[src/psec_pkg.sv]
package psec_pkg;

    localparam int MAX_RUN     = 64;
    localparam int RUN_AW      = (MAX_RUN > 1) ? $clog2(MAX_RUN) : 1;
    localparam int RUN_CW      = $clog2(MAX_RUN + 1);
    localparam int MAX_RADIALS = 1024;
    localparam int RAD_AW      = $clog2(MAX_RADIALS);
    localparam int RAD_CW      = $clog2(MAX_RADIALS + 1);

    localparam int PH_W        = 16;
    localparam int GW_W        = 12;
    localparam int COH_W       = 10;
    localparam int DIST_W      = 16;
    localparam int IN_TDATA_W  = 48;
    localparam int OUT_TDATA_W = 48;
    localparam int CFG_AW      = 3;

    localparam logic [GW_W-1:0] DEF_GW    = GW_W'(250);
    localparam int              FULL_TURN = 23040;

    // round(n/10) as ((n + 5) * RECIP_10) >> RECIP_SH
    localparam int RECIP_10 = 6554;
    localparam int RECIP_SH = 16;

    localparam logic [1:0] ACT_GATE = 2'd0;
    localparam logic [1:0] ACT_FIN  = 2'd1;
    localparam logic [1:0] ACT_CORR = 2'd2;

    localparam logic [CFG_AW-1:0] CFG_USE_SUP  = CFG_AW'(0);
    localparam logic [CFG_AW-1:0] CFG_SUP_PH   = CFG_AW'(1);
    localparam logic [CFG_AW-1:0] CFG_COH_THR  = CFG_AW'(2);
    localparam logic [CFG_AW-1:0] CFG_RUN_DIST = CFG_AW'(3);
    localparam logic [CFG_AW-1:0] CFG_MIN_RAD  = CFG_AW'(4);

    typedef enum logic [1:0] {
        ST_EST = 2'd0,
        ST_SUP = 2'd1,
        ST_FEW = 2'd2
    } t_status;

    typedef enum logic [1:0] {
        RS_IDLE,
        RS_RD,
        RS_CMP,
        RS_PUT
    } t_run_st;

    typedef enum logic [1:0] {
        SS_IDLE,
        SS_SCAN,
        SS_DEC
    } t_sel_st;

    typedef enum logic [2:0] {
        TS_IDLE,
        TS_INS,
        TS_MUL,
        TS_CMP,
        TS_MWR,
        TS_FIN,
        TS_OUT
    } t_top_st;

    typedef struct packed {
        logic                   ins;
        logic signed [PH_W-1:0] value;
        logic [RUN_AW-1:0]      len;
        logic [RUN_AW-1:0]      idx;
    } t_run_cmd;

    typedef struct packed {
        logic                   done;
        logic signed [PH_W-1:0] data;
    } t_run_rsp;

    typedef struct packed {
        logic                   wr;
        logic [RAD_AW-1:0]      addr;
        logic signed [PH_W-1:0] wdata;
        logic                   start;
        logic [RAD_CW-1:0]      count;
        logic [RAD_CW-1:0]      k;
    } t_sel_cmd;

    typedef struct packed {
        logic                   done;
        logic signed [PH_W-1:0] value;
    } t_sel_rsp;

endpackage

[src/psec_run.sv]
module psec_run (
    input  logic               i_clk,
    input  logic               i_rst_n,
    input  psec_pkg::t_run_cmd i_cmd,
    output psec_pkg::t_run_rsp o_rsp
);

    logic signed [psec_pkg::PH_W-1:0] r_mem [psec_pkg::MAX_RUN];

    psec_pkg::t_run_st                r_state, n_state;
    logic [psec_pkg::RUN_AW-1:0]      r_j, n_j;
    logic signed [psec_pkg::PH_W-1:0] r_val, n_val;
    logic signed [psec_pkg::PH_W-1:0] r_rdata;
    logic                             r_done, n_done;

    logic                             wr_en;
    logic [psec_pkg::RUN_AW-1:0]      wr_addr, rd_addr;
    logic signed [psec_pkg::PH_W-1:0] wr_data;

    // insertion keeps the run sorted ascending
    always_comb begin
        n_state = r_state;
        n_j     = r_j;
        n_val   = r_val;
        n_done  = 1'b0;
        wr_en   = 1'b0;
        wr_addr = r_j;
        wr_data = r_val;
        rd_addr = i_cmd.idx;
        unique case (r_state)
            psec_pkg::RS_IDLE: begin
                if (i_cmd.ins) begin
                    n_val   = i_cmd.value;
                    n_j     = i_cmd.len;
                    n_state = (i_cmd.len == '0) ? psec_pkg::RS_PUT : psec_pkg::RS_RD;
                end
            end
            psec_pkg::RS_RD: begin
                rd_addr = r_j - 1'b1;
                n_state = psec_pkg::RS_CMP;
            end
            psec_pkg::RS_CMP: begin
                wr_en = 1'b1;
                if (r_rdata > r_val) begin
                    wr_data = r_rdata;
                    n_j     = r_j - 1'b1;
                    n_state = (r_j == psec_pkg::RUN_AW'(1)) ? psec_pkg::RS_PUT : psec_pkg::RS_RD;
                end else begin
                    n_done  = 1'b1;
                    n_state = psec_pkg::RS_IDLE;
                end
            end
            psec_pkg::RS_PUT: begin
                wr_en   = 1'b1;
                n_done  = 1'b1;
                n_state = psec_pkg::RS_IDLE;
            end
            default: n_state = psec_pkg::RS_IDLE;
        endcase
    end

    always_ff @(posedge i_clk) begin
        if (!i_rst_n) begin
            r_state <= psec_pkg::RS_IDLE;
            r_done  <= 1'b0;
        end else begin
            r_state <= n_state;
            r_done  <= n_done;
        end
        r_j   <= n_j;
        r_val <= n_val;
    end

    always_ff @(posedge i_clk) begin
        if (wr_en) begin
            r_mem[wr_addr] <= wr_data;
        end
        r_rdata <= r_mem[rd_addr];
    end

    assign o_rsp.done = r_done;
    assign o_rsp.data = r_rdata;

endmodule

[config.mk]
export PLATFORM = sky130hd
export DESIGN_NAME = psec_run
export DESIGN_NICKNAME = d
export VERILOG_FILES = /design/src/psec_pkg.sv /design/src/psec_run.sv
export SDC_FILE = /design/constraint.sdc
export NUM_CORES = 1
export LEC_CHECK = 0
export BUFFER_PORTS_ARGS = -buffer_cell sky130_fd_sc_hd__buf_2
export CAP_MARGIN = 20
export CORE_MARGIN = 3
export CORE_UTILIZATION = 49
export DETAILED_ROUTE_END_ITERATION = 6
export PLACE_DENSITY = 0.69
export SLEW_MARGIN = 5
export SYNTH_ARGS = -nofsm -noshare
export SYNTH_HDL_FRONTEND = slang
export SYNTH_SLANG_ARGS = --single-unit
export TNS_END_PERCENT = 30
[constraint.sdc]
create_clock -name i_clk -period 13.79 [get_ports i_clk]
set_clock_uncertainty 0.15 [all_clocks]
set_input_delay 0.6895 -clock i_clk [delete_from_list [all_inputs] [get_ports i_clk]]
set_output_delay 0.6895 -clock i_clk [all_outputs]
set_load 0.1 [all_outputs]
; After elaboration in Yosys (flattened, before gate mapping)
; Memory sizes are Yosys's and may differ from the RTL's. A register that Yosys moved wholly into a read port is not among the register bits.
; Cells that the tools add are included.
[word_totals]
ram_bits = 1024
out_inout_bits = 17
n_memories = 1
regBits = 25
[op_classes]
n_reduce_logical = 6
eq_ne = 6
n_mux = 16
n_addsub = 1
magnitude_cmp = 1
[memory_table]
columns = memory, depth, word_bits, rd, rd_clocked_by_memory_dff, wr, line
row1 = r_mem, 64, 16, 1, 1, 1, psec_run.sv:8  ; logic signed [psec_pkg::PH_W-1:0] r_mem [psec_pkg::MAX_RUN];
[ops]
columns = operator, count
row1 = $mux 16, 2
row2 = $mux 6, 3
row3 = $gt 16x16->1, 1
row4 = $pmux 6 s2, 1
row5 = $mux 2, 4
row6 = $pmux 2 s4, 1
row7 = $eq 6x1->1 const B, 1
row8 = $logic_not 6->1, 1
row9 = $sub 6x1->6 const B, 1
row10 = $eq 2x2->1 const B, 2
row11 = $mux 1, 4
row12 = $ne 2x2->1 const B, 2
row13 = $reduce_and 3->1, 1
row14 = $eq 2x1->1 const B, 1
row15 = $logic_not 2->1, 1
row16 = $pmux 1 s2, 1
row17 = $reduce_and 2->1, 1
row18 = $reduce_bool 2->1, 1
row19 = $reduce_or 2->1, 1

; Logic depth before layout (Yosys ltp)
[logic_depth]
ltp_word = 5
depth_mapped = 13
mapped_depth_nobuf = 10

; Worst setup path before layout
; OpenSTA, ideal clock, no wires.
[synth_path]
kind = register to register
from = register r_rdata[9] in the netlist's numbering, read port of r_mem
to = memory r_mem[0][0] in the netlist's numbering, data pin
required_time_ns = 12.938
path_slack_ns = 7.407
arrival_ns = 5.531
period_less_slack_ns = 6.383
path_stages_with_launch = 12
cell_sequence = dfxtp_1 ha_1 a21o_1 a21o_1 a21oi_1 o22ai_1 and4bb_1 mux2_4 or2_1 buf_6 buf_6 o21ai_0
[synth_via]
elab_chain_cells = 3
[synth_lines]
columns = element, line
row1 = "start, declared", psec_run.sv:13  ; logic signed [psec_pkg::PH_W-1:0] r_rdata;
row2 = $gt 16x16->1, psec_run.sv:44  ; if (r_rdata > r_val) begin
row3 = $mux 16, psec_run.sv:44
row4 = $mux 16, psec_run.sv:30  ; unique case (r_state)
row5 = net wr_data (one bit), psec_run.sv:18  ; logic signed [psec_pkg::PH_W-1:0] wr_data;
row6 = "end, declared", psec_run.sv:8
; The timed path passes the listed nets, and every way through them passes these cells.

; Final worst setup path
[layout_path]
from = register r_state[0]
to = register r_rdata[11] in the netlist's numbering, read port of r_mem
[layout_via]
elab_chain_cells = 2
[layout_lines]
columns = element, line
row1 = "start, declared", psec_run.sv:10  ; psec_pkg::t_run_st r_state, n_state;
row2 = "start signal, assigned", psec_run.sv:64  ; r_state <= psec_pkg::RS_IDLE;
row3 = "start signal, assigned", psec_run.sv:67  ; r_state <= n_state;
row4 = $eq 2x1->1, psec_run.sv:30
row5 = $mux 6, psec_run.sv:30
; No other way between the ends.
; A chain may end at the register's enable or synchronous reset.

==> summary.md <==
| Metric | Value |
|---|---|
| Lkg Pwr | 16.1 nW |
| Final Hold Fails | 0 |
| CTS Buffer Depth | 3 |
| Sink of the worst hold path | r_val[11] |
| R2R Path End | r_rdata[11] |
| Gr usage total | 25.8% |
| Fill count | 6893 |
| Final instance area | around 50000 um2 |
| Peak supply drop | about 0.11 mV |
| CTS root buffer | clkbuf_16 |
| Seq pwr share | 49.7% |
| Post-synthesis register bit count | 1065 |
| WL per Instance | 28.2 um |
| Tot Pwr | 7.40 mW |
| Most numerous cell in the Yosys netlist | edfxtp_1 |
| Vias in the first global route | 27200 |
| Die height | around 300 um |
| Die area | 94300 um2 |
| Post-synth top area cell | edfxtp_1 |
| Top cell type's share of synthesized area | between 70% and 80% |
| Setup Crit Path Kind | reg2reg |
| Comb power frac | between 10% and 20% |
| TritonCTS clock tree | built |
| Tmin final | ~5.2 ns |
| First-pass GRT wire length | 180000 um |
| Clk_lat worst skew | around 0.67 ns |
| Worst r2r path cells | 11 |
| Multi-input gate area | 11400 um2 |
| Cell Rows | 109 |
| FF-to-FF Start | r_state[0] |
| Fin cells | between 4000 and 5000 |
| Crit-path leading delay family | buffers and inverters |
| Internal cell power | 5.43 mW |
| Mapped Area | 44400 um2 |
| IO Pins | between 40 and 50 |
| Crit path max-delay cell type | buf_4 |
| CTS H-tree lvls | 3 |
| Outcome | completed |
| DRT Pass-1 Iters | 7 |
| Crit path top cell by count | buf_4 |
| Reg clk slew, reported paths | around 0.060 ns |
| Post-CTS setup buffer count | 0 |
| DRT antenna net count | 0 |
| Origin of the worst min-delay path | i_cmd[23] |
| CP max FO | 153 |
| Vias per inst | 6.45 |
| Hold Path Stages | 1 |
| Overflow after GRT | 0 |
| Cts hold-fix bufs | 0 |
| Post-detail-place hpwl | 69600 um |
| Maximum clock rate | approximately 190 MHz |
| Flop2flop setup slack | ~8.5 ns |
| Relative slew slack | a little over a fifth |
| Initial core utilization | between 40% and 50% |
| Arrival time at the worst endpoint | 5.63 ns |
| Placement Cell Area | approximately 46000 um2 |
| Nets | approximately 3100 |
| Largest net degree at the start of global routing | approximately 180 |
| Core area | between 80000 and 90000 um2 |
| Final worst path period share | 38.0% |
| Distinct cells, synth | just under 70 |
| Final Setup Violations | 0 |
| EDFF count, synth | 1046 |
| DRT iter0 DRCs | 4015 |
| Power Density | 150 nW/um2 |
| Count of buffers from port buffering | 47 |
| Layout Area Growth over Synthesis | 10.8% |
| Register area share after synthesis | 71.6% |
| Leading register cell type out of synthesis | edfxtp_1 |
| Slew Limit Fails | 0 |
| Sw Pwr | 1.97 mW |
| Critical path buffers and inverters | 3 |
| Via count | 28100 |
| Setup crit start kind | flip-flop |
| Setup TNS | 0 ns |
| Die X | 307 um |
| Routability cong. | 0.852 |
| Commonest cells in the netlist | edfxtp_1 (1046), nand2_1 (476), nand3_1 (153) |
| Post-Synthesis Cells | 3086 |
| Clock Sinks | 1065 |
| YS warnings | 0 |
| Register Area | 31800 um2 |
| Post-Route WL | ~120000 um |
| Critical Path End Type | flip-flop |
| Layout cell share with drive strength beyond 1 | 14.7% |
| Unrepaired setup endpoints after global routing | no |
| Top post-synthesis cells by area | edfxtp_1 (71%), nand2_1 (4.0%), mux4_2 (3.4%) |
| Sw frac | 26.7% |
| Num CTS Buffers | 103 |
| Core Util, Final | 55.3% |
| Dpl cells | 4157 |
| Hold crit path type | in2reg |
| CP peak stage delay | 0.71 ns |
| FFs w/ async S/R, synth | 0% |
| Residual DRC | 0 |
| Net count after synthesis | 3135 |
| CP Cell Sequence | nand2b_4, a21oi_4, buf_4, buf_4, buf_12, mux4_2, nand2_1, a21o_1, nand4_1, a311oi_1, nor3_1 |
| Worst-margin pin slew | around 1.2 ns |
| Worst EP required | 14.18 ns |
| Post-cts gate resize count | 0 |
| Initial antenna violation count | 5 |
| Total of max-cap violations | 0 |
| Clock Power Share | between 30 and 40% |
| Average cell area after synthesis | 14.4 um2 |
logic make-up after synthesis:
family | count (synthesis) | synth area share, %
DFF | 1065 | 71.6
and+or+nand+nor | 899 | 9.27
AOI/OAI and AO/OA | 630 | 9.72
buffers and inverters | 319 | 3.21
muxes | 149 | 5.58
adders and majority gates | 18 | 0.507
xor gates and xnor gates | 6 | 0.118
layout make-up:
cell class,count,area share (%)
flip-flops and latches,1065,64.6
clock buffers,131,5.62
repair buffers,143,2.06
inverters,84,0.641
clock inverters,60,1.01
well taps,1165,2.96
multi-input cells,1702,23.1
diodes,6,0.0305
layout by cell type (no fill, tap or decap), drive strengths merged, types with 5 or more instances in the layout:
cell type / synthesis / final
clkbuf: 120 / 131
a221oi: 30 / 30
a31oi: 20 / 20
nand3b: 6 / 6
o21a: 5 / 5
nand3: 153 / 153
clkinvlp: 0 / 6
nor2b: 8 / 8
nand2: 477 / 477
and3: 49 / 49
o22ai: 5 / 5
dfxtp: 19 / 19
o21ai: 128 / 128
a211oi: 141 / 141
a21oi: 114 / 114
mux4: 68 / 68
edfxtp: 1046 / 1046
bufinv: 0 / 7
a311oi: 107 / 107
buf: 115 / 143
inv: 84 / 86
diode: 0 / 6
mux2: 73 / 73
a21o: 34 / 34
nor3b: 31 / 31
nor2: 73 / 73
a22oi: 30 / 30
nor3: 19 / 19
nand4: 65 / 65
ha: 18 / 18
mux2i: 8 / 8
clkinv: 0 / 45
nand2b: 5 / 5
state kept, by name, indices dropped and copies added, names as in the netlist:
signal and count:
r_state 2, r_mem 1024, r_done 1, r_j 6, r_val 16, r_rdata 16
per-stage QoR:
step	setup slack, ns	hold slack, ns
after floorplan	7.41	0.453
after global placement	8.68	0.554
after detailed placement	8.62	0.579
after CTS	8.59	0.0222
after global routing	8.26	0.0362
final	8.55	0.0463
power by group through the flow:
stage	clock network [mW]	registers (mW)	logic (mW)
after global placement	0	3.74	0.956
after detailed placement	0	3.74	0.973
after floorplan	0	3.83	0.536
after global routing	2.89	3.68	1.04
after CTS	2.77	3.67	0.975
final	2.74	3.68	0.987
worst reg2reg max path: stages (launching register included):
cell,delay [ns]
dfxtp_1,0.59
nand2b_4,0.38
a21oi_4,0.25
buf_4,0.62
buf_4,0.73
buf_12,0.74
mux4_2,0.71
nand2_1,0.09
a21o_1,0.12
nand4_1,0.27
a311oi_1,0.38
nor3_1,0.10
worst max path at each step:
stage	startpoint	endpoint	slack (ns)	cells past startpoint
after floorplan	r_rdata[9]	r_mem[0][0]	7.41	11
after global placement	r_state[0]	r_rdata[13]	8.68	11
after detailed placement	r_state[0]	r_rdata[11]	8.62	11
after CTS	r_state[0]	r_rdata[11]	8.59	11
after global routing	r_state[0]	r_rdata[8]	8.26	11
final	r_state[0]	r_rdata[11]	8.55	11
layer usage:
| metal | wire [um] | global-route usage (%) |
|---|---|---|
| met3 | 13800 | 6.27 |
| met1 | 46100 | 34.9 |
| met2 | 57800 | 40.4 |
| met4 | 5050 | 10.6 |
| met5 | 27 | 0 |
No activity file was read; power rests on OpenSTA's default activity.
